`src/rtl/core/ap3d_pkg.sv`:
```
// Shared constants, types and functions of the 3D corner-turn engine.
package ap3d_pkg;

    localparam int MAX_ELEMS  = 4096;
    localparam int DATA_WIDTH = 32;
    localparam int FIELD_W    = 32;
    localparam int DIM_W      = 13;
    localparam int MODE_W     = 3;
    localparam int ADDR_W     = $clog2(MAX_ELEMS);
    localparam int CNT_W      = $clog2(MAX_ELEMS + 1);
    localparam int SAT_W      = $clog2(MAX_ELEMS + 2);
    localparam int CMP_W      = (DIM_W > SAT_W) ? DIM_W : SAT_W;
    localparam int CFG_IDX_W  = 4;
    localparam int CFG_DATA_W = DIM_W;

    // Register indexes of the configuration port.
    localparam logic [CFG_IDX_W-1:0] REG_NUM_ROWS     = CFG_IDX_W'(0);
    localparam logic [CFG_IDX_W-1:0] REG_NUM_COLS     = CFG_IDX_W'(1);
    localparam logic [CFG_IDX_W-1:0] REG_NUM_SECS     = CFG_IDX_W'(2);
    localparam logic [CFG_IDX_W-1:0] REG_PERMUTE_MODE = CFG_IDX_W'(3);

    // Permutation modes, named by output axis order.
    localparam logic [MODE_W-1:0] MODE_123 = MODE_W'(0);
    localparam logic [MODE_W-1:0] MODE_132 = MODE_W'(1);
    localparam logic [MODE_W-1:0] MODE_213 = MODE_W'(2);
    localparam logic [MODE_W-1:0] MODE_231 = MODE_W'(3);
    localparam logic [MODE_W-1:0] MODE_312 = MODE_W'(4);
    localparam logic [MODE_W-1:0] MODE_321 = MODE_W'(5);

    // Source axes.
    localparam logic [1:0] AX_ROW = 2'd0;
    localparam logic [1:0] AX_COL = 2'd1;
    localparam logic [1:0] AX_SEC = 2'd2;

    // Item opcodes.
    localparam logic OP_LOAD  = 1'b0;
    localparam logic OP_DRAIN = 1'b1;

    typedef enum logic [1:0] {
        ST_OK         = 2'd0,
        ST_BAD_MODE   = 2'd1,
        ST_BAD_SIZE   = 2'd2,
        ST_INCOMPLETE = 2'd3
    } status_t;

    typedef struct packed {
        logic [1:0] outer;
        logic [1:0] middle;
        logic [1:0] inner;
    } axes_t;

    // Configuration write as seen by the register block.
    typedef struct packed {
        logic                  wr;
        logic [CFG_IDX_W-1:0]  index;
        logic [CFG_DATA_W-1:0] data;
    } cfg_wr_t;

    // Geometry and mode handed from the register block to the controller.
    typedef struct packed {
        logic [DIM_W-1:0]  num_rows;
        logic [DIM_W-1:0]  num_cols;
        logic [DIM_W-1:0]  num_secs;
        logic [MODE_W-1:0] mode;
        logic [CMP_W-1:0]  row_stride;
        logic [CNT_W-1:0]  total;
        logic              total_ok;
        logic              mode_ok;
        logic              pending;
        logic              clear;
    } geom_t;

    // Buffer access requested by the controller.
    typedef struct packed {
        logic                  we;
        logic [ADDR_W-1:0]     waddr;
        logic [DATA_WIDTH-1:0] wdata;
        logic [ADDR_W-1:0]     raddr;
    } mem_req_t;

    // Result of a drain item, before the buffer data joins it.
    typedef struct packed {
        logic    is_drain;
        status_t status;
        logic    last;
    } drain_t;

    // Output axis order per mode: slowest, middle, fastest.
    function automatic axes_t axis_order(logic [MODE_W-1:0] mode);
        axes_t ax;
        unique case (mode)
            MODE_132: ax = '{AX_ROW, AX_SEC, AX_COL};
            MODE_213: ax = '{AX_COL, AX_ROW, AX_SEC};
            MODE_231: ax = '{AX_COL, AX_SEC, AX_ROW};
            MODE_312: ax = '{AX_SEC, AX_ROW, AX_COL};
            MODE_321: ax = '{AX_SEC, AX_COL, AX_ROW};
            default:  ax = '{AX_ROW, AX_COL, AX_SEC};
        endcase
        return ax;
    endfunction

endpackage

```
`src/rtl/core/ap3d_cfg.sv`:
```
// Configuration registers and the geometry products derived from them.
module ap3d_cfg (
    input  logic              clk,
    input  logic              rst_n,
    input  ap3d_pkg::cfg_wr_t cfg_wr,
    output ap3d_pkg::geom_t   geom
);

    localparam int PROD_W = ap3d_pkg::DIM_W + ap3d_pkg::CMP_W;

    logic [ap3d_pkg::DIM_W-1:0]  rows_reg, rows_next;
    logic [ap3d_pkg::DIM_W-1:0]  cols_reg, cols_next;
    logic [ap3d_pkg::DIM_W-1:0]  secs_reg, secs_next;
    logic [ap3d_pkg::MODE_W-1:0] mode_reg, mode_next;
    logic [ap3d_pkg::CMP_W-1:0]  cs_reg, cs_next;
    logic [ap3d_pkg::CNT_W-1:0]  total_reg, total_next;
    logic                        total_ok_reg, total_ok_next;
    logic                        pend1_reg, pend1_next;
    logic                        pend2_reg, pend2_next;
    logic                        known_index;
    logic [2*ap3d_pkg::DIM_W-1:0] cs_full;
    logic [PROD_W-1:0]           total_full;

    always_comb
    begin
        rows_next   = rows_reg;
        cols_next   = cols_reg;
        secs_next   = secs_reg;
        mode_next   = mode_reg;
        known_index = 1'b1;
        unique case (cfg_wr.index)
            ap3d_pkg::REG_NUM_ROWS:     rows_next = cfg_wr.wr ? cfg_wr.data : rows_reg;
            ap3d_pkg::REG_NUM_COLS:     cols_next = cfg_wr.wr ? cfg_wr.data : cols_reg;
            ap3d_pkg::REG_NUM_SECS:     secs_next = cfg_wr.wr ? cfg_wr.data : secs_reg;
            ap3d_pkg::REG_PERMUTE_MODE:
                mode_next = cfg_wr.wr ? cfg_wr.data[ap3d_pkg::MODE_W-1:0] : mode_reg;
            default:                    known_index = 1'b0;
        endcase

        // Two-step product: columns times sections first, then rows.
        cs_full = (2*ap3d_pkg::DIM_W)'(cols_reg) * (2*ap3d_pkg::DIM_W)'(secs_reg);
        if (cs_full > (2*ap3d_pkg::DIM_W)'(ap3d_pkg::MAX_ELEMS))
        begin
            cs_next = ap3d_pkg::CMP_W'(ap3d_pkg::MAX_ELEMS + 1);
        end
        else
        begin
            cs_next = ap3d_pkg::CMP_W'(cs_full);
        end
        if (!pend1_reg)
        begin
            cs_next = cs_reg;
        end

        total_full    = PROD_W'(rows_reg) * PROD_W'(cs_reg);
        total_next    = total_reg;
        total_ok_next = total_ok_reg;
        if (pend2_reg)
        begin
            total_next    = ap3d_pkg::CNT_W'(total_full);
            total_ok_next = (rows_reg != '0) && (cols_reg != '0) && (secs_reg != '0)
                            && (total_full <= PROD_W'(ap3d_pkg::MAX_ELEMS));
        end

        pend1_next = cfg_wr.wr && known_index;
        pend2_next = pend1_reg;
    end

    always_ff @(posedge clk or negedge rst_n)
    begin
        if (!rst_n)
        begin
            rows_reg     <= ap3d_pkg::DIM_W'(1);
            cols_reg     <= ap3d_pkg::DIM_W'(1);
            secs_reg     <= ap3d_pkg::DIM_W'(1);
            mode_reg     <= ap3d_pkg::MODE_213;
            cs_reg       <= ap3d_pkg::CMP_W'(1);
            total_reg    <= ap3d_pkg::CNT_W'(1);
            total_ok_reg <= 1'b1;
            pend1_reg    <= 1'b0;
            pend2_reg    <= 1'b0;
        end
        else
        begin
            rows_reg     <= rows_next;
            cols_reg     <= cols_next;
            secs_reg     <= secs_next;
            mode_reg     <= mode_next;
            cs_reg       <= cs_next;
            total_reg    <= total_next;
            total_ok_reg <= total_ok_next;
            pend1_reg    <= pend1_next;
            pend2_reg    <= pend2_next;
        end
    end

    assign geom.num_rows   = rows_reg;
    assign geom.num_cols   = cols_reg;
    assign geom.num_secs   = secs_reg;
    assign geom.mode       = mode_reg;
    assign geom.row_stride = cs_reg;
    assign geom.total      = total_reg;
    assign geom.total_ok   = total_ok_reg;
    assign geom.mode_ok    = (mode_reg >= ap3d_pkg::MODE_132) && (mode_reg <= ap3d_pkg::MODE_321);
    assign geom.pending    = pend1_reg || pend2_reg;
    assign geom.clear      = cfg_wr.wr && known_index;

endmodule

```
`config.mk`:
```
export PLATFORM = sky130hd
export DESIGN_NAME = ap3d_cfg
export DESIGN_NICKNAME = d
export VERILOG_FILES = /design/src/rtl/core/ap3d_pkg.sv /design/src/rtl/core/ap3d_cfg.sv
export SDC_FILE = /design/constraint.sdc
export NUM_CORES = 1
export LEC_CHECK = 0
export BUFFER_PORTS_ARGS = -buffer_cell sky130_fd_sc_hd__buf_4
export CAP_MARGIN = 20
export CORE_ASPECT_RATIO = 1.4
export CORE_MARGIN = 4
export CORE_UTILIZATION = 30
export CTS_BUF_LIST = sky130_fd_sc_hd__clkbuf_8
export DETAILED_ROUTE_END_ITERATION = 12
export PLACE_DENSITY = 0.46
export SLEW_MARGIN = 20
export SYNTH_ARGS = -nofsm -noshare
export SYNTH_HDL_FRONTEND = slang
export SYNTH_SLANG_ARGS = --single-unit
```
`constraint.sdc`:
```
create_clock -name clk -period 5.35 [get_ports clk]
set_input_delay 0.8025 -clock clk [delete_from_list [all_inputs] [get_ports clk]]
set_output_delay 0.8025 -clock clk [all_outputs]
set_load 0.03 [all_outputs]
```
==> flow_metrics.py <==
metrics = {
    "placed_design": {
        "port_buffers": 91,
        "pre_cts_slack_ns": -0.571,
        "detailed_place_hpwl_um": 37500,
        "globalplace.congestion": 0.858,
        "placedInstanceArea_um2": 18100,
    },
    "synth": {
        "synth.top_cell.area_share_pct": 33.0,
        "ys_warn_count": 0,
        "synth.yosys.seq_area_share_pct": 12.2,
        "yosys_register_bits": 71,
        "number_of_instances_in_the_synthesized_netlist": 1634,
        "netlist_top_cells_area": "sky130_fd_sc_hd__fa_1 33%, sky130_fd_sc_hd__ha_1 12%, sky130_fd_sc_hd__dfrtp_1 11%",
        "mappedNetlistArea_um2": 14700,
        "synth_area_per_cell_um2": 8.98,
        "synth-edff-count": 0,
        "async_reset_ff_share_pct": 100,
        "synth.lib_cells_used.distinct": 71,
        "yosys.area.top_type": "sky130_fd_sc_hd__fa_1",
        "synth_fp_nets": 2038,
        "most_used_flip_flop_cell_after_synthesis": "sky130_fd_sc_hd__dfrtp_1",
    },
    "sta": {
        "timing.max_slew.rel_slack_pct": 24.0,
        "finalSetupViolations": 14,
        "fin_skew_ns": 0.0307,
        "slew_violations": 0,
        "final_hold_viol_count": 0,
        "timing_worst_slew_pin_value_ns": 1.13,
        "period_share_pct": 108,
        "max_freq_ghz": 0.174,
        "grt_setup_unrepaired": "true",
        "postLayoutSetupSlackWorst_ns": -0.410,
        "timing.final.crit_period_ns": 5.76,
        "holdWs_ns": 0.482,
    },
    "cells_and_area": {
        "final_nets": 2368,
        "final_instance_area_um2": 19100,
        "layout.cells.most_common_list": "359 x sky130_fd_sc_hd__buf_4, 335 x sky130_fd_sc_hd__inv_1, 234 x sky130_fd_sc_hd__fa_1",
        "insertedDiodeCount": 0,
        "post_route_cells_drive_above_1_share_pct": 31.6,
        "fillerInstances": 5013,
        "synthToLayoutAreaGrowth_pct": 30.1,
        "ff_latch_area_um2": 1840,
        "commonest_non_fill_non_tap_cell_in_the_layout": "sky130_fd_sc_hd__buf_4",
        "multi_input_comb_area_um2": 11800,
    },
    "setup_path": {
        "worst-setup-path-type": "reg -> reg",
        "number_of_cells_on_the_worst_reg_to_reg_path": 21,
        "timing.critical_path.fanout_max": 7,
        "critPathLaunchType": "register",
        "path_cells": "buf_6, and2_4, fa_1, inv_2, fa_1, fa_1, inv_1, fa_1, inv_1, fa_1, inv_1, ha_4, a21oi_4, o21ai_2, a221o_1, a221o_1, or3_1, a211oi_2, nand4_2, buf_12, o22a_2",
        "worst_setup_path_end_kind": "register",
        "worst_path_most_repeated_cell": "sky130_fd_sc_hd__fa_1",
        "worstReg2RegStart": "cols_reg[7]$_DFFE_PN0P_",
        "rrSetupSlack_ns": -0.41,
        "rr_endpoint": "cs_reg[12]$_DFFE_PN0P_",
        "timing.critical_path.slowest_stage_cell": "sky130_fd_sc_hd__fa_1",
        "cp_slowest_stage_delay_ns": 0.55,
        "cp.arrival_ns": 6.03,
        "required_ns": 5.62,
    },
    "global_routing": {
        "vias_in_the_first_global_route": 13821,
        "grt_pass1_wl_um": 72700,
        "grt_max_degree": 72,
        "globalRoute.totalOverflow": 0,
        "global_route.usage.total_pct": 17.1,
        "grt_antenna_before_repair": 2,
    },
    "detailed_routing": {
        "drt_iter0_drc": 413,
        "via_count": 12224,
        "ant_nets": 0,
        "finalWirelength_um": 44800,
        "detail_route.vias_per_cell": 4.70,
        "detail_route.wl_per_cell_um": 17.2,
        "detail_route.first_pass.iterations": 5,
        "drcViolationCount": 0,
    },
    "min_path": {
        "timing.hold.worst.start": "total_reg[0]$_DFFE_PN1P_",
        "hold_path_end": "total_reg[0]$_DFFE_PN1P_",
        "min-delay-path-class": "reg -> reg",
        "hold_critical_path_depth": 2,
    },
    "clock_network": {
        "ctsHtreeMaxLevel": 3,
        "tritoncts": "yes",
        "clock_tree.root_cell": "sky130_fd_sc_hd__clkbuf_8",
        "clock_pin_slew_of_the_registers_on_the_worst_case_setup_and_hold_paths_ns": 0.11,
        "max-clock-path-buffers": 2,
        "tritoncts.num_buffers": 9,
        "worst_skew_pair.late_latency_ns": 0.38,
        "cts.sinks": 71,
    },
    "die": {
        "die-height_um": 270,
        "design.core.area_um2": 48300,
        "die_area_um2": 52600,
        "start_util_pct": 30.4,
        "width_of_the_die_um": 195,
        "fp-row-count": 95,
        "io-pin-count": 92,
    },
    "job": {
        "max-cap-violations": 0,
    },
    "run_status": {
        "violations": "negative setup slack",
        "run_status": "complete, but fails checks",
    },
}
==> worst max-delay path by stage <==
| stage | from | to | cells after the start |
|---|---|---|---|
| floorplan | cols_reg[5]$_DFFE_PN0P_ | cs_reg[2]$_DFFE_PN0P_ | 21 |
| global placement | secs_reg[1]$_DFFE_PN0P_ | cs_reg[12]$_DFFE_PN0P_ | 22 |
| detailed placement | secs_reg[1]$_DFFE_PN0P_ | cs_reg[12]$_DFFE_PN0P_ | 22 |
| CTS | cols_reg[7]$_DFFE_PN0P_ | cs_reg[7]$_DFFE_PN0P_ | 22 |
| global route | secs_reg[1]$_DFFE_PN0P_ | cs_reg[12]$_DFFE_PN0P_ | 23 |
| finish | cols_reg[7]$_DFFE_PN0P_ | cs_reg[12]$_DFFE_PN0P_ | 21 |
==> cells by family (layout without fill, tap and decap cells) <==
logic type               Yosys count  in the layout  synth area share, %
AO/OA/AOI/OAI                    170            170                 8.78
XOR/XNOR                          21             21                 1.25
buffers and inverters            418            753                 10.9
multiplexers                      58             58                 4.37
adder cells (fa/ha/maj)          384            384                 45.1
flip-flops                        71             71                 12.2
AND/OR/NAND/NOR                  512            512                 17.4
==> routing by layer <==
metal | share of wire (%) | global-route usage [%]
met1 | 37 | 18.2
met5 | 0 | 0
met4 | 2.7 | 4.65
met3 | 2.0 | 1.14
met2 | 58 | 35.5
==> final cells by class <==
cell class / count / share of cell area, %
Clock buffer: 9 / 0.649
Clock inverter: 7 / 0.452
Inverter: 348 / 6.85
Multi-Input combinational cell: 1145 / 61.8
Sequential cell: 71 / 9.66
Tap cell: 630 / 4.13
Timing Repair Buffer: 389 / 16.5
==> metrics by stage <==
| step | utilization (%) | setup TNS, ns | instances |
|---|---|---|---|
| finish | 39.5 | -4.40 | 2599 |
| global route | 39.5 | -7.88 | 2599 |
| CTS | 39.0 | -5.77 | 2590 |
| detailed placement | 37.5 | -6.57 | 2546 |
| global placement | 37.5 | -5.66 | 2546 |
| floorplan | - | -1.49 | 1634 |
==> what timing repair did <==
item                                    in CTS  in global routing
pin swaps                                   49                 52
hold buffers                                 0                  0
endpoints found under the setup margin      14                 14
buffers inserted                            28                 10
hold endpoints to repair                     0                  0
gates cloned                                 1                  0
gates resized for setup                     53                 49
==> synthesized netlist by cell type (10+ instances only) <==
library cell and n:
sky130_fd_sc_hd__a21o_1 16, sky130_fd_sc_hd__dfrtp_1 64, sky130_fd_sc_hd__mux2_2 48, sky130_fd_sc_hd__ha_1 142, sky130_fd_sc_hd__and2_1 145, sky130_fd_sc_hd__inv_1 348, sky130_fd_sc_hd__o22ai_2 10, sky130_fd_sc_hd__o21ai_0 24
sky130_fd_sc_hd__fa_1 242, sky130_fd_sc_hd__nand3_1 16, sky130_fd_sc_hd__nor4_1 12, sky130_fd_sc_hd__nor2_1 39, sky130_fd_sc_hd__clkbuf_1 65, sky130_fd_sc_hd__nor3_1 19, sky130_fd_sc_hd__mux2i_1 10, sky130_fd_sc_hd__xnor2_1 12
sky130_fd_sc_hd__a21oi_1 34, sky130_fd_sc_hd__nand2_1 219
==> worst max-delay path: cells and delay by family, from the launching register on <==
family / cells / cell delay [ns]
simple gates: 3 / 0.64
flops: 1 / 0.47
buf+inv: 6 / 0.56
fa+ha+maj: 6 / 2.63
compound gates: 6 / 1.33
Power is not shown: default switching activity piles up to over one toggle a cycle in this logic, so the estimate is an artifact.
