==> src/rtl/core/ap3d_pkg.sv <==
// Shared constants, types and functions of the 3D corner-turn engine.
package ap3d_pkg;

    localparam int MAX_ELEMS  = 4096;
    localparam int DATA_WIDTH = 32;
    localparam int FIELD_W    = 32;
    localparam int DIM_W      = 13;
    localparam int MODE_W     = 3;
    localparam int ADDR_W     = $clog2(MAX_ELEMS);
    localparam int CNT_W      = $clog2(MAX_ELEMS + 1);
    localparam int SAT_W      = $clog2(MAX_ELEMS + 2);
    localparam int CMP_W      = (DIM_W > SAT_W) ? DIM_W : SAT_W;
    localparam int CFG_IDX_W  = 4;
    localparam int CFG_DATA_W = DIM_W;

    // Register indexes of the configuration port.
    localparam logic [CFG_IDX_W-1:0] REG_NUM_ROWS     = CFG_IDX_W'(0);
    localparam logic [CFG_IDX_W-1:0] REG_NUM_COLS     = CFG_IDX_W'(1);
    localparam logic [CFG_IDX_W-1:0] REG_NUM_SECS     = CFG_IDX_W'(2);
    localparam logic [CFG_IDX_W-1:0] REG_PERMUTE_MODE = CFG_IDX_W'(3);

    // Permutation modes, named by output axis order.
    localparam logic [MODE_W-1:0] MODE_123 = MODE_W'(0);
    localparam logic [MODE_W-1:0] MODE_132 = MODE_W'(1);
    localparam logic [MODE_W-1:0] MODE_213 = MODE_W'(2);
    localparam logic [MODE_W-1:0] MODE_231 = MODE_W'(3);
    localparam logic [MODE_W-1:0] MODE_312 = MODE_W'(4);
    localparam logic [MODE_W-1:0] MODE_321 = MODE_W'(5);

    // Source axes.
    localparam logic [1:0] AX_ROW = 2'd0;
    localparam logic [1:0] AX_COL = 2'd1;
    localparam logic [1:0] AX_SEC = 2'd2;

    // Item opcodes.
    localparam logic OP_LOAD  = 1'b0;
    localparam logic OP_DRAIN = 1'b1;

    typedef enum logic [1:0] {
        ST_OK         = 2'd0,
        ST_BAD_MODE   = 2'd1,
        ST_BAD_SIZE   = 2'd2,
        ST_INCOMPLETE = 2'd3
    } status_t;

    typedef struct packed {
        logic [1:0] outer;
        logic [1:0] middle;
        logic [1:0] inner;
    } axes_t;

    // Configuration write as seen by the register block.
    typedef struct packed {
        logic                  wr;
        logic [CFG_IDX_W-1:0]  index;
        logic [CFG_DATA_W-1:0] data;
    } cfg_wr_t;

    // Geometry and mode handed from the register block to the controller.
    typedef struct packed {
        logic [DIM_W-1:0]  num_rows;
        logic [DIM_W-1:0]  num_cols;
        logic [DIM_W-1:0]  num_secs;
        logic [MODE_W-1:0] mode;
        logic [CMP_W-1:0]  row_stride;
        logic [CNT_W-1:0]  total;
        logic              total_ok;
        logic              mode_ok;
        logic              pending;
        logic              clear;
    } geom_t;

    // Buffer access requested by the controller.
    typedef struct packed {
        logic                  we;
        logic [ADDR_W-1:0]     waddr;
        logic [DATA_WIDTH-1:0] wdata;
        logic [ADDR_W-1:0]     raddr;
    } mem_req_t;

    // Result of a drain item, before the buffer data joins it.
    typedef struct packed {
        logic    is_drain;
        status_t status;
        logic    last;
    } drain_t;

    // Output axis order per mode: slowest, middle, fastest.
    function automatic axes_t axis_order(logic [MODE_W-1:0] mode);
        axes_t ax;
        unique case (mode)
            MODE_132: ax = '{AX_ROW, AX_SEC, AX_COL};
            MODE_213: ax = '{AX_COL, AX_ROW, AX_SEC};
            MODE_231: ax = '{AX_COL, AX_SEC, AX_ROW};
            MODE_312: ax = '{AX_SEC, AX_ROW, AX_COL};
            MODE_321: ax = '{AX_SEC, AX_COL, AX_ROW};
            default:  ax = '{AX_ROW, AX_COL, AX_SEC};
        endcase
        return ax;
    endfunction

endpackage

==> src/rtl/core/ap3d_ctrl.sv <==
// Load and drain counters, incremental address generation and drain status.
module ap3d_ctrl (
    input  logic                              clk,
    input  logic                              rst_n,
    input  ap3d_pkg::geom_t                   geom,
    input  logic                              accept,
    input  logic                              opcode,
    input  logic [ap3d_pkg::FIELD_W-1:0]      load_data,
    output ap3d_pkg::mem_req_t                mem_req,
    output ap3d_pkg::drain_t                  drain
);

    localparam int SUM_W = ap3d_pkg::CMP_W + 1;

    logic [ap3d_pkg::CNT_W-1:0]  load_count_reg, load_count_next;
    logic [ap3d_pkg::CNT_W-1:0]  drain_count_reg, drain_count_next;
    logic [ap3d_pkg::ADDR_W-1:0] outer_reg, outer_next;
    logic [ap3d_pkg::ADDR_W-1:0] middle_reg, middle_next;
    logic [ap3d_pkg::ADDR_W-1:0] inner_reg, inner_next;
    logic [ap3d_pkg::ADDR_W-1:0] addr_reg, addr_next;
    logic [ap3d_pkg::ADDR_W-1:0] mid_base_reg, mid_base_next;
    logic [ap3d_pkg::ADDR_W-1:0] out_base_reg, out_base_next;

    ap3d_pkg::axes_t            ax;
    logic [ap3d_pkg::CMP_W-1:0] size_m, size_i;
    logic [ap3d_pkg::CMP_W-1:0] str_o, str_m, str_i;
    logic [SUM_W-1:0]           addr_step, mid_step, out_step;
    logic                       inner_wrap, mid_wrap;
    logic                       load_ok, last;
    ap3d_pkg::status_t          status;

    function automatic logic [ap3d_pkg::CMP_W-1:0] axis_size(ap3d_pkg::geom_t g,
                                                              logic [1:0] a);
        logic [ap3d_pkg::CMP_W-1:0] s;
        unique case (a)
            ap3d_pkg::AX_ROW: s = ap3d_pkg::CMP_W'(g.num_rows);
            ap3d_pkg::AX_COL: s = ap3d_pkg::CMP_W'(g.num_cols);
            default:          s = ap3d_pkg::CMP_W'(g.num_secs);
        endcase
        return s;
    endfunction

    function automatic logic [ap3d_pkg::CMP_W-1:0] axis_stride(ap3d_pkg::geom_t g,
                                                                logic [1:0] a);
        logic [ap3d_pkg::CMP_W-1:0] s;
        unique case (a)
            ap3d_pkg::AX_ROW: s = g.row_stride;
            ap3d_pkg::AX_COL: s = ap3d_pkg::CMP_W'(g.num_secs);
            default:          s = ap3d_pkg::CMP_W'(1);
        endcase
        return s;
    endfunction

    always_comb
    begin
        ax     = ap3d_pkg::axis_order(geom.mode);
        size_m = axis_size(geom, ax.middle);
        size_i = axis_size(geom, ax.inner);
        str_o  = axis_stride(geom, ax.outer);
        str_m  = axis_stride(geom, ax.middle);
        str_i  = axis_stride(geom, ax.inner);

        addr_step = SUM_W'(addr_reg) + SUM_W'(str_i);
        mid_step  = SUM_W'(mid_base_reg) + SUM_W'(str_m);
        out_step  = SUM_W'(out_base_reg) + SUM_W'(str_o);

        inner_wrap = (ap3d_pkg::CMP_W'(inner_reg) + ap3d_pkg::CMP_W'(1)) >= size_i;
        mid_wrap   = (ap3d_pkg::CMP_W'(middle_reg) + ap3d_pkg::CMP_W'(1)) >= size_m;

        load_ok = geom.total_ok && (load_count_reg < geom.total);
        last    = (drain_count_reg + ap3d_pkg::CNT_W'(1)) == geom.total;

        priority if (!geom.mode_ok)
        begin
            status = ap3d_pkg::ST_BAD_MODE;
        end
        else if (!geom.total_ok)
        begin
            status = ap3d_pkg::ST_BAD_SIZE;
        end
        else if (load_count_reg < geom.total)
        begin
            status = ap3d_pkg::ST_INCOMPLETE;
        end
        else
        begin
            status = ap3d_pkg::ST_OK;
        end

        load_count_next  = load_count_reg;
        drain_count_next = drain_count_reg;
        outer_next       = outer_reg;
        middle_next      = middle_reg;
        inner_next       = inner_reg;
        addr_next        = addr_reg;
        mid_base_next    = mid_base_reg;
        out_base_next    = out_base_reg;

        priority if (geom.clear)
        begin
            load_count_next  = '0;
            drain_count_next = '0;
            outer_next       = '0;
            middle_next      = '0;
            inner_next       = '0;
            addr_next        = '0;
            mid_base_next    = '0;
            out_base_next    = '0;
        end
        else if (accept && (opcode == ap3d_pkg::OP_LOAD))
        begin
            if (load_ok)
            begin
                load_count_next = load_count_reg + ap3d_pkg::CNT_W'(1);
            end
        end
        else if (accept && (status == ap3d_pkg::ST_OK))
        begin
            if (last)
            begin
                // The final element empties the engine for the next array.
                load_count_next  = '0;
                drain_count_next = '0;
                outer_next       = '0;
                middle_next      = '0;
                inner_next       = '0;
                addr_next        = '0;
                mid_base_next    = '0;
                out_base_next    = '0;
            end
            else
            begin
                drain_count_next = drain_count_reg + ap3d_pkg::CNT_W'(1);
                if (!inner_wrap)
                begin
                    inner_next = inner_reg + ap3d_pkg::ADDR_W'(1);
                    addr_next  = addr_step[ap3d_pkg::ADDR_W-1:0];
                end
                else if (!mid_wrap)
                begin
                    inner_next    = '0;
                    middle_next   = middle_reg + ap3d_pkg::ADDR_W'(1);
                    mid_base_next = mid_step[ap3d_pkg::ADDR_W-1:0];
                    addr_next     = mid_step[ap3d_pkg::ADDR_W-1:0];
                end
                else
                begin
                    inner_next    = '0;
                    middle_next   = '0;
                    outer_next    = outer_reg + ap3d_pkg::ADDR_W'(1);
                    out_base_next = out_step[ap3d_pkg::ADDR_W-1:0];
                    mid_base_next = out_step[ap3d_pkg::ADDR_W-1:0];
                    addr_next     = out_step[ap3d_pkg::ADDR_W-1:0];
                end
            end
        end
        else
        begin
            load_count_next = load_count_reg;
        end
    end

    always_ff @(posedge clk or negedge rst_n)
    begin
        if (!rst_n)
        begin
            load_count_reg  <= '0;
            drain_count_reg <= '0;
            outer_reg       <= '0;
            middle_reg      <= '0;
            inner_reg       <= '0;
            addr_reg        <= '0;
            mid_base_reg    <= '0;
            out_base_reg    <= '0;
        end
        else
        begin
            load_count_reg  <= load_count_next;
            drain_count_reg <= drain_count_next;
            outer_reg       <= outer_next;
            middle_reg      <= middle_next;
            inner_reg       <= inner_next;
            addr_reg        <= addr_next;
            mid_base_reg    <= mid_base_next;
            out_base_reg    <= out_base_next;
        end
    end

    assign mem_req.we    = accept && (opcode == ap3d_pkg::OP_LOAD) && load_ok && !geom.clear;
    assign mem_req.waddr = load_count_reg[ap3d_pkg::ADDR_W-1:0];
    assign mem_req.wdata = ap3d_pkg::DATA_WIDTH'(load_data);
    assign mem_req.raddr = addr_reg;

    assign drain.is_drain = accept && (opcode == ap3d_pkg::OP_DRAIN);
    assign drain.status   = status;
    assign drain.last     = last && (status == ap3d_pkg::ST_OK);

endmodule

==> config.mk <==
export PLATFORM = sky130hd
export DESIGN_NAME = ap3d_ctrl
export DESIGN_NICKNAME = d
export VERILOG_FILES = /design/src/rtl/core/ap3d_pkg.sv /design/src/rtl/core/ap3d_ctrl.sv
export SDC_FILE = /design/constraint.sdc
export NUM_CORES = 1
export LEC_CHECK = 0
export BUFFER_PORTS_ARGS = -buffer_cell sky130_fd_sc_hd__buf_4
export CAP_MARGIN = 20
export CELL_PAD_IN_SITES_DETAIL_PLACEMENT = 1
export CELL_PAD_IN_SITES_GLOBAL_PLACEMENT = 2
export CORE_MARGIN = 2
export CORE_UTILIZATION = 34
export CTS_CLUSTER_DIAMETER = 30
export DETAILED_ROUTE_END_ITERATION = 6
export GPL_TIMING_DRIVEN = 0
export PLACE_DENSITY = 0.92
export SLEW_MARGIN = 20
export SYNTH_ARGS = -nofsm -noshare
export SYNTH_HDL_FRONTEND = slang
export SYNTH_SLANG_ARGS = --single-unit
==> constraint.sdc <==
create_clock -name clk -period 4.7 [get_ports clk]
set_clock_uncertainty 0.1 [all_clocks]
set_input_delay 1.41 -clock clk [delete_from_list [all_inputs] [get_ports clk]]
set_output_delay 1.41 -clock clk [all_outputs]
set_load 0.1 [all_outputs]
==> out/summary.txt, run 1 <==
Sw Share = 38.76%
Internal power = 1.406 mW
CP top delay family = compound AO/OA/AOI/OAI gates
Row cnt = 60
Worst Path Max Fanout = 4
Via Count = 10,000
# H-tree levels = 3
Total grt overflow = 0
Layout cell share with drive strength beyond 1 = 23.93%
CP required = 3190 ps
Startpoint types = primary input
Hold Crit Start = mid_base_reg[9]$_DFFE_PN0P_
Mean Syn Cell Area = 8.014 µm²
Post-route ant nets = 0
Worst-skew pair later-pin latency = 350 ps
Synth unique cells = 73
Max cap viols = 0
Ordered list of cells on the worst path = buf_8, xnor2_4, o21ai_2, a211o_1, a211oi_2, o311ai_1, nor4b_1, and4_2, buf_12
CTS Hold Bufs = 0
Synth area leader = dfrtp_1
Die height = 169.7 µm
Die area = 0.02880 mm²
Dpl ws = -1759 ps
Initial Util = 34.64%
Synth area leaders = dfrtp_1, ha_1, o21ai_0
PD cells = 195.7 mW/mm²
IO Count = 169
Worst Path Buf+Inv = 2
Clock-pin slew on the worst setup and hold paths = 70 ps
RSZ-0062 raised after global routing = true
Syn Inst Count = 1,165
Post-route cell area = 0.01173 mm²
Fin crit share = 99.38%
Hold Path Depth = 1
Largest family of logic cells by synthesized area = compound AO/OA/AOI/OAI gates
Clk sinks = 86
Clock share of power = 31.2%
DR DRC count = 0
Slew headroom = 23.18%
Post-synthesis compound-gate area fraction = 31.25%
CTS Buf Count = 9
Vias in the first global route = 9,884
CP Depth = 9
Fmax = 0.2141 GHz
Comb pwr share = 35.6%
Chip width = 169.7 µm
DR WL/cell = 22.16 µm
Placed inst area = 0.01088 mm²
Crit end category = primary output
Reg-to-reg startpoint = drain_count_reg[0]$_DFFE_PN0P_
Routability cong. = 0.9226
Final Hold Viols = 0
Number of enable flip-flop cells after synthesis = 0
Final setup fails = 0
Root Driver = clkbuf_16
CORE AREA = 0.02695 mm²
Sequential share of power = 33.1%
Multiplexer area fraction after synthesis = 2.278%
Worst Reg-to-Reg Cells = 10
Synth-to-Final Area Change = 25.61%
Synth Area in XOR/XNOR = 6.084%
Synth Area in Simple Gates = 18.92%
Routed WL = 37,010 µm
Iter 0 DRT Violations = 714
Fin crit period = 4671 ps
Largest stage delay on the critical path = 320 ps
Post-DP HPWL = 28,310 µm
Status = finished clean
CP max-delay cell = and4_2
Flops & latches, synth = 86
Worst endpoint data arrival time = 3160 ps
First-pass GRT wire length = 56,220 µm
Clk buf depth = 2
Yosys warning count = 0
Largest net degree at the start of global routing = 87
Layout Nets = 1,510
CP startpoint = geom[9]
CP Class = in -> out
Async SR Flop Fraction = 100.0%
Syn nets = 1,351
Synth Flop Type = dfrtp_1
GRT Total Usage = 24.94%
Yosys top cell area share = 23.05%
Drt via density = 5.990
Slew Viols, Final = 0
Drt pass-1 iters = 5
Commonest cells in the netlist = nand2_1, o21ai_0, dfrtp_1
Worst Tran Pin Value = 1140 ps
Leak = 5.439 nW
Max VDD drop = 0.0001705 V
Worst min-delay path class = reg -> reg
Most common cell in the netlist = nand2_1
# port buffers = 134
Sequential-to-total area share from yosys stat = 23.05%
N_diodes = 0
Post-Synth Adder-Cell Area = 10.69%
Initial antenna violation count = 0
TritonCTS clock tree = built
Setup WS post-layout = 28.98 ps
FILL cells = 3,246
Post-Syn Area = 0.009336 mm²
Switch Pwr = 889.8 µW
## per-stage QoR
step                      total power, mW  util, %  hold WS (ps)  instances  setup TNS [ps]
after floorplan                     1.277        -         355.9       1165          -419.5
after global placement              1.532    40.34         366.9       1640          -78850
after detailed placement            1.544    40.35         376.4       1640          -83550
after CTS                           2.289    42.53         393.9       1660               0
after global routing                2.389    43.51         410.8       1670          -109.8
final                               2.295    43.51         393.2       1670               0
## per-layer routing
layer / routed length (µm) / track usage, % / share of wire, % / vias up
li1: - / - / - / 4685
met1: 16410 / 34.20 / 44 / 4920
met2: 17410 / 40.05 / 47 / 348
met3: 2199 / 3.871 / 5.9 / 51
met4: 994 / 8.287 / 2.7 / 0
met5: 0 / 0 / 0 / -
## worst reg2reg max path, delay by kind of cell, from the launching register on
kind	cells	cell delay [ps]
flip-flops	1	450
AND/OR/NAND/NOR	3	1040
XOR/XNOR	1	170
AO/OA/AOI/OAI	4	1480
buffers and inverters	1	240
adder cells (fa/ha/maj)	1	310
## power groups by stage
stage                     clock (mW)  combinational [mW]  sequential [mW]
after floorplan                    0               0.473            0.804
after global placement             0               0.758            0.774
after detailed placement           0               0.770            0.774
after CTS                      0.739               0.790            0.760
after global routing           0.757               0.871            0.761
final                          0.717               0.818            0.761
## area by class of cell
cell class / count / area (µm²) / area share (%)
flip-flops and latches: 86 / 2152 / 18.35
well taps: 341 / 426.7 / 3.638
clock inverters: 6 / 45.04 / 0.3841
repair buffers: 150 / 1191 / 10.16
plain buffers: 113 / 800.8 / 6.828
multi-input cells: 935 / 6754 / 57.59
clock buffers: 10 / 239.0 / 2.038
inverters: 29 / 118.9 / 1.014
## timing repair
item,CTS,global route
pin swaps,12,15
endpoints found under the setup margin,62,62
gates cloned,0,1
buffers inserted,6,9
gates resized for setup,83,71
## cell families (layout without fill, tap and decap cells)
group / after synthesis / after routing
xor+xnor: 64 / 64
flops: 86 / 86
compound gates: 432 / 432
buf+inv: 144 / 308
fa+ha+maj: 78 / 78
mux: 21 / 21
simple gates: 340 / 340
## cells in the final DEF, fill, tap and decap left out, types with 30 or more instances in the layout
cell / instances
xnor2_1: 38
ha_1: 74
nor2b_1: 45
nand3_1: 33
nand2_1: 93
a22oi_1: 31
buf_4: 191
a21o_1: 30
o21ai_0: 74
nor2_1: 44
o22ai_1: 36
a21oi_1: 77
dfrtp_1: 86
a211oi_1: 35
## worst paths after layout
path / slack, ps / endpoint
worst max-delay path: 30 / drain[0]
worst max register to register: 820 / addr_reg[10]$_DFFE_PN0P_
worst min-delay path: 390 / mid_base_reg[9]$_DFFE_PN0P_
min in group asynchronous: 1010 / drain_count_reg[12]$_DFFE_PN0P_
worst min register to register: 390 / mid_base_reg[9]$_DFFE_PN0P_
max in group asynchronous: 2870 / inner_reg[1]$_DFFE_PN0P_
No activity file was read; power rests on OpenSTA's default activity.
==> inputs of run 2 (changes only) <==
- ABC_AREA: default -> 1
- CORE_UTILIZATION: 34 -> 31
==> run 2 against run 1 <==
- global-route usage is 2.4 points lower
- total power is 15% higher
- count of clock-buffer cells in the layout is 2 higher
- critical path depth is 7 higher
- largest cell class unchanged
==> out/summary.txt, run 2 <==
Drt via density = 5.144 (-14%)
Chip width = 175.9 µm (+3.6%)
Worst Reg-to-Reg Cells = 24 (+14)
Die area = 0.03094 mm² (+7.4%)
CP required = 4840 ps (+1650 ps)
Post-route ant nets = 0 (unchanged)
PD cells = 237.1 mW/mm² (+21%)
Leak = 6.253 nW (+15%)
Fmax = 0.2176 GHz (+1.6%)
CP top delay family = buffers and inverters
Status = finished clean
Fin crit period = 4596 ps (-74.71 ps)
Worst Tran Pin Value = 943.7 ps (-196.6 ps)
Post-DP HPWL = 27,900 µm (-1.4%)
Slew Viols, Final = 0 (unchanged)
Most frequent cells in the layout = nand2_1, inv_1, buf_4
Startpoint types = primary input
Final hold slack = 386.0 ps (-7.171 ps)
Total grt overflow = 0 (unchanged)
Largest stage delay on the critical path = 380 ps (+60 ps)
Hold Crit Start = inner_reg[3]$_DFFE_PN0P_
Fin crit share = 97.79% (-1.6 points)
CTS Hold Bufs = 0 (unchanged)
Dpl ws = -1345 ps (+413.4 ps)
Hold Path Sink = inner_reg[3]$_DFFE_PN0P_
GRT Total Usage = 22.54% (-2.4 points)
Reg area = 0.002152 mm² (unchanged)
Worst Path Max Fanout = 10 (+6)
Final Util = 38.36% (-5.2 points)
Initial antenna violation count = 1 (+1)
IO Count = 169 (unchanged)
Largest net degree at the start of global routing = 87 (unchanged)
Worst endpoint data arrival time = 4740 ps (+1580 ps)
Max cap viols = 0 (unchanged)
Setup tns final = 0 ps (unchanged)
Syn Inst Count = 1,426 (+22%)
Clock-pin slew on the worst setup and hold paths = 70 ps (about the same)
Final setup fails = 0 (unchanged)
Drt pass-1 iters = 5 (unchanged)
Synth area leaders = dfrtp_1, nand2_1, ha_1
Yosys warning count = 0 (unchanged)
CORE AREA = 0.02894 mm² (+7.4%)
# H-tree levels = 3 (unchanged)
Synth Flop Type = dfrtp_1
Number of enable flip-flop cells after synthesis = 0 (unchanged)
TritonCTS clock tree = built
Slew headroom = 37.09% (+14 points)
CP max-delay cell = o221ai_1
Crit end category = flop
# port buffers = 134 (unchanged)
Worst Path Buf+Inv = 5 (+3)
Worst path most repeated cell = nand2_1
DR DRC count = 0 (unchanged)
Row cnt = 62 (+3.3%)
Post-Syn Area = 0.009159 mm² (-1.9%)
Iter 0 DRT Violations = 610 (-15%)
Root Driver = clkbuf_16
Worst R2R End = addr_reg[7]$_DFFE_PN0P_
Initial Util = 31.65% (-3.0 points)
DR WL/cell = 17.74 µm (-20%)
Async SR Flop Fraction = 100.0% (unchanged)
First-pass GRT wire length = 54,660 µm (-2.8%)
Clk sinks = 86 (unchanged)
FILL cells = 3,781 (+16%)
Routability cong. = 0.9015 (-2.3%)
Worst-skew pair later-pin latency = 360 ps (about the same)
Yosys top cell area share = 23.50% (+0.45 points)
Layout Nets = 1,763 (+17%)
CP Class = in -> reg
Via Count = 10,100 (+0.99%)
Vias in the first global route = 10,210 (+3.3%)
Synth-to-Final Area Change = 21.20%
Clk buf depth = 2 (unchanged)
Commonest non-fill, non-tap cell in the layout = nand2_1
CP Depth = 16 (+7)
Synth area leader = dfrtp_1
N_diodes = 0 (unchanged)
Hold Path Depth = 2 (+1)
Worst min-delay path class = reg -> reg
Most common cell in the netlist = nand2_1
Ordered list of cells on the worst path = buf_4, inv_1, nand2_1, o21ai_2, nand2_1, clkbuf_4, o221ai_1, ha_1, a21oi_1, o21ai_0, a21oi_1, nand3_2, clkbuf_2, clkbuf_2, nand3_1, nand2_1
Commonest cells in the netlist = nand2_1, inv_1, nand3_1
Routed WL = 34,850 µm (-5.8%)
Tot Pwr = 2.631 mW (+15%)
Reg-to-reg startpoint = middle_reg[0]$_DFFE_PN0P_
Final Hold Viols = 0 (unchanged)
Layout cell share with drive strength beyond 1 = 17.34% (-6.6 points)
Register-to-register setup slack = 980 ps (+160 ps)
Sequential-to-total area share from yosys stat = 23.50% (+0.45 points)
Synth unique cells = 46 (-37%)
Max VDD drop = 0.0001404 V (-18%)
Mean Syn Cell Area = 6.423 µm² (-20%)
Syn nets = 1,612 (+19%)
Die height = 175.9 µm (+3.6%)
Flops & latches, synth = 86 (unchanged)
Multi-input gate area = 0.005849 mm² (-13%)
Setup WS post-layout = 103.7 ps (+74.71 ps)
CTS Buf Count = 9 (unchanged)
## run 2: cell types whose count changed after synthesis, sizes merged, moves of 45 or more
cell | before | now
nand2 | 93 | 455
inv | 28 | 191
nand3 | 33 | 129
nor2 | 45 | 115
o21ai | 89 | 42
nor2b | 45 | 0
## run 2: worst max-delay path by stage
stage             start  slack [ps]                          end
6_report       geom[31]         100  mid_base_reg[5]$_DFFE_PN0P_
5_1_grt        geom[11]        -0.2                     drain[0]
4_1_cts        geom[32]         -30  mid_base_reg[5]$_DFFE_PN0P_
3_5_place_dp   geom[30]       -1350      addr_reg[8]$_DFFE_PN0P_
3_3_place_gp   geom[30]       -1240      addr_reg[8]$_DFFE_PN0P_
2_1_floorplan  geom[12]        -330                     drain[0]
## run 2: logic make-up after synthesis
logic type / count (synthesis) / synth area share [%]
buffers and inverters: 275 / 13.69
flip-flops: 86 / 23.50
AO/OA/AOI/OAI: 165 / 11.17
XOR/XNOR: 41 / 3.921
AND/OR/NAND/NOR: 781 / 36.82
adder cells (fa/ha/maj): 78 / 10.90
## run 2: through the flow
step | instance area, µm² | cells
after floorplan | 9179 | 1426
after global placement | 10670 | 1944
after global routing | 11100 | 1964
final | 11100 | 1964
after CTS | 11000 | 1961
after detailed placement | 10670 | 1944
## run 2: report_power, final
part           internal [mW]  leakage (nW)  switching, mW
logic                  0.333          4.94          0.776
registers              0.779          1.18         0.0478
clock network          0.367         0.128          0.329
## run 2: repair_timing
| action | 4_1_cts | 5_1_grt |
|---|---|---|
| pin swaps | 1 | 3 |
| resized for setup | 19 | 34 |
| setup buffers | 3 | 3 |
| setup endpoints to repair | 60 | 61 |
| gates cloned | 0 | 0 |
## run 2: layout make-up
type	count	share of cell area, %
well taps	384	4.328
clock buffers	12	2.220
repair buffers	140	9.716
plain buffers	82	5.027
flip-flops and latches	86	19.39
multi-input cells	1065	52.69
clock inverters	2	0.09017
inverters	193	6.537
## run 2: worst register-to-register path, delay by kind of cell (launching register included)
kind                     cells  cell delay [ps]
adder cells (fa/ha/maj)      2              540
buffers and inverters        3              390
AO/OA/AOI/OAI                2              280
AND/OR/NAND/NOR             17             1840
flip-flops                   1              460
## run 2: metal layers
metal / track usage [%] / share of wire (%) / up-vias / wire length [µm]
met3: 4.286 / 6.1 / 46 / 2119
met5: 0 / 0.037 / - / 13
met4: 6.508 / 2.4 / 2 / 820
li1: - / - / 4934 / -
met1: 28.98 / 45 / 4857 / 15540
met2: 38.39 / 47 / 264 / 16360
==> inputs of run 3 (changes only) <==
- MAX_ROUTING_LAYER: default -> met4
==> run 3 against run 2 <==
- cell count is 0.36% higher
- first-iteration DRC count fell by 0.16%
- worst setup slack better by 13 ps
- worst hold slack got worse by 3.0 ps
- core utilization up 0.36 points
- via count rose by 0.13%
- cell area up 0.94%
- flip-flop and latch count unchanged
- sequential share of layout area decreased by 0.18 points
- die area did not move
- non-clock buffer count rose by 4
- maximum frequency increased by 0.29%
==> out/summary.txt, run 3 (synthesized netlist as in run 2, its figures left out) <==
Max cap viols = 0 (unchanged)
Fin crit share = 97.51% (-0.28 points)
CORE AREA = 0.02894 mm² (unchanged)
Fmax = 0.2182 GHz (+0.29%)
Routability cong. = 0.9029 (+0.16%)
Final setup fails = 0 (unchanged)
Total grt overflow = 0 (unchanged)
Post-route ant nets = 0 (unchanged)
Sequential share of power = 31.0% (-0.4 points)
Worst Path Max Fanout = 10 (unchanged)
Slew headroom = 40.80% (+3.7 points)
Most frequent cells in the layout = nand2_1, inv_1, buf_4
Internal power = 1.492 mW (+0.87%)
Initial Util = 31.65% (unchanged)
GRT Total Usage = 23.29% (+0.75 points)
Vias in the first global route = 10,370 (+1.5%)
Layout cell share with drive strength beyond 1 = 18.21% (+0.87 points)
Synth-to-Final Area Change = 22.34%
Setup tns final = 0 ps (unchanged)
PD cells = 238.2 mW/mm² (+0.48%)
Root Driver = clkbuf_16
CTS Buf Count = 9 (unchanged)
# port buffers = 134 (unchanged)
TritonCTS clock tree = built
Finished Layout Cells = 1,971 (+0.36%)
Leak = 6.290 nW (+0.60%)
Chip width = 175.9 µm (unchanged)
Status = finished clean
Fin crit period = 4583 ps (-13.31 ps)
Die height = 175.9 µm (unchanged)
Routed WL = 35,370 µm (+1.5%)
Register-to-register setup slack = 910 ps (-70 ps)
IO Count = 169 (unchanged)
Final Hold Viols = 0 (unchanged)
DP Cell Count = 1,944 (unchanged)
Startpoint types = primary input
Comb pwr share = 42.4% (+0.2 points)
First-pass GRT wire length = 54,790 µm (+0.24%)
N_diodes = 0 (unchanged)
Post-route cell area = 0.01120 mm² (+0.94%)
Largest net degree at the start of global routing = 87 (unchanged)
Row cnt = 62 (unchanged)
Iter 0 DRT Violations = 609 (-0.16%)
CTS Hold Bufs = 0 (unchanged)
# H-tree levels = 3 (unchanged)
Commonest non-fill, non-tap cell in the layout = nand2_1
Crit end category = flop
Drt via density = 5.132 (-0.23%)
Clock-pin slew on the worst setup and hold paths = 70 ps (about the same)
Sw Share = 44.11% (+0.31 points)
Placed inst area = 0.01067 mm² (unchanged)
Post-DP HPWL = 28,040 µm (+0.49%)
Worst-skew pair later-pin latency = 360 ps (about the same)
Clk buf depth = 2 (unchanged)
Clk sinks = 86 (unchanged)
DR WL/cell = 17.94 µm (+1.1%)
CP Class = in -> reg
Die area = 0.03094 mm² (unchanged)
Via Count = 10,120 (+0.13%)
Clock share of power = 26.6% (+0.2 points)
Tot Pwr = 2.669 mW (+1.4%)
Max VDD drop = 0.0001557 V (+11%)
Final Util = 38.72% (+0.36 points)
Worst min-delay path class = reg -> reg
Layout Nets = 1,768 (+0.28%)
Worst endpoint data arrival time = 4720 ps (-20 ps)
Slew Viols, Final = 0 (unchanged)
Initial antenna violation count = 0 (-1)
Drt pass-1 iters = 5 (unchanged)
DR DRC count = 0 (unchanged)
CP required = 4840 ps (about the same)
Switch Pwr = 1.177 mW (+2.1%)
Worst Tran Pin Value = 888.0 ps (-55.68 ps)
run 3: changes by cell type in the layout (fill, tap and decap cells not counted), sizes merged:
cell      change
clkinvlp      +3
buf           +4
run 3: through the flow:
step	worst slack, ps	hold WS [ps]
after floorplan	-331.6	348.3
after global placement	-1318	362.9
after detailed placement	-1391	369.3
after CTS	3.301	387.6
after global routing	-41.64	400.1
final	117.0	383.0
run 3: power by group through the flow:
| stage | Combinational (mW) | Clock (mW) | Sequential, mW |
|---|---|---|---|
| 6_report | 1.13 | 0.709 | 0.828 |
| 2_1_floorplan | 0.609 | 0 | 0.988 |
| 5_1_grt | 1.22 | 0.746 | 0.833 |
| 3_3_place_gp | 1.07 | 0 | 0.840 |
| 3_5_place_dp | 1.09 | 0 | 0.842 |
| 4_1_cts | 1.11 | 0.728 | 0.828 |
run 3: critical path, stage by stage:
cell	delay (ps)
buf_4	120
inv_1	100
nand2_1	130
o21ai_1	330
nand2_2	210
clkbuf_4	270
o221ai_1	300
ha_1	300
nand2_1	120
o21ai_0	120
a21oi_1	270
nand3_4	240
clkbuf_2	290
o21ai_0	290
nor2_1	70
nand3_1	90
nand2_1	50
run 3: area by class of cell:
cell class	count	area, µm²
Buffer	82	563.0
Clock buffer	12	246.5
Clock inverter	4	22.52
Fill cell	3795	17730
Inverter	193	729.5
Multi-Input combinational cell	1065	5898
Sequential cell	86	2152
Tap cell	384	480.5
Timing Repair Buffer	144	1105
Timing Repair inverter	1	7.507
run 3: routing by layer:
layer / up-vias / track usage [%] / wire length, µm
met5: - / - / 0
met4: 0 / 7.645 / 1026
met3: 54 / 3.528 / 1861
met2: 249 / 39.11 / 16680
met1: 4878 / 28.65 / 15790
li1: 4935 / - / -
run 3: final timing paths:
| check | start | endpoint | cells past startpoint |
|---|---|---|---|
| setup reg to reg | inner_reg[0]$_DFFE_PN0P_ | addr_reg[6]$_DFFE_PN0P_ | 17 |
| setup / recovery | geom[31] | addr_reg[6]$_DFFE_PN0P_ | 17 |
| max in group asynchronous | rst_n | load_count_reg[11]$_DFFE_PN0P_ | 1 |
| hold / removal | out_base_reg[2]$_DFFE_PN0P_ | out_base_reg[2]$_DFFE_PN0P_ | 2 |
| min in group asynchronous | rst_n | middle_reg[7]$_DFFE_PN0P_ | 1 |
| hold reg to reg | out_base_reg[2]$_DFFE_PN0P_ | out_base_reg[2]$_DFFE_PN0P_ | 2 |
run 3: timing repair:
item	4_1_cts	5_1_grt
setup buffers	2	8
pin swaps	1	2
setup endpoints to repair	60	61
gates resized for setup	24	42
cloned	0	1
endpoints found under the hold margin	0	0
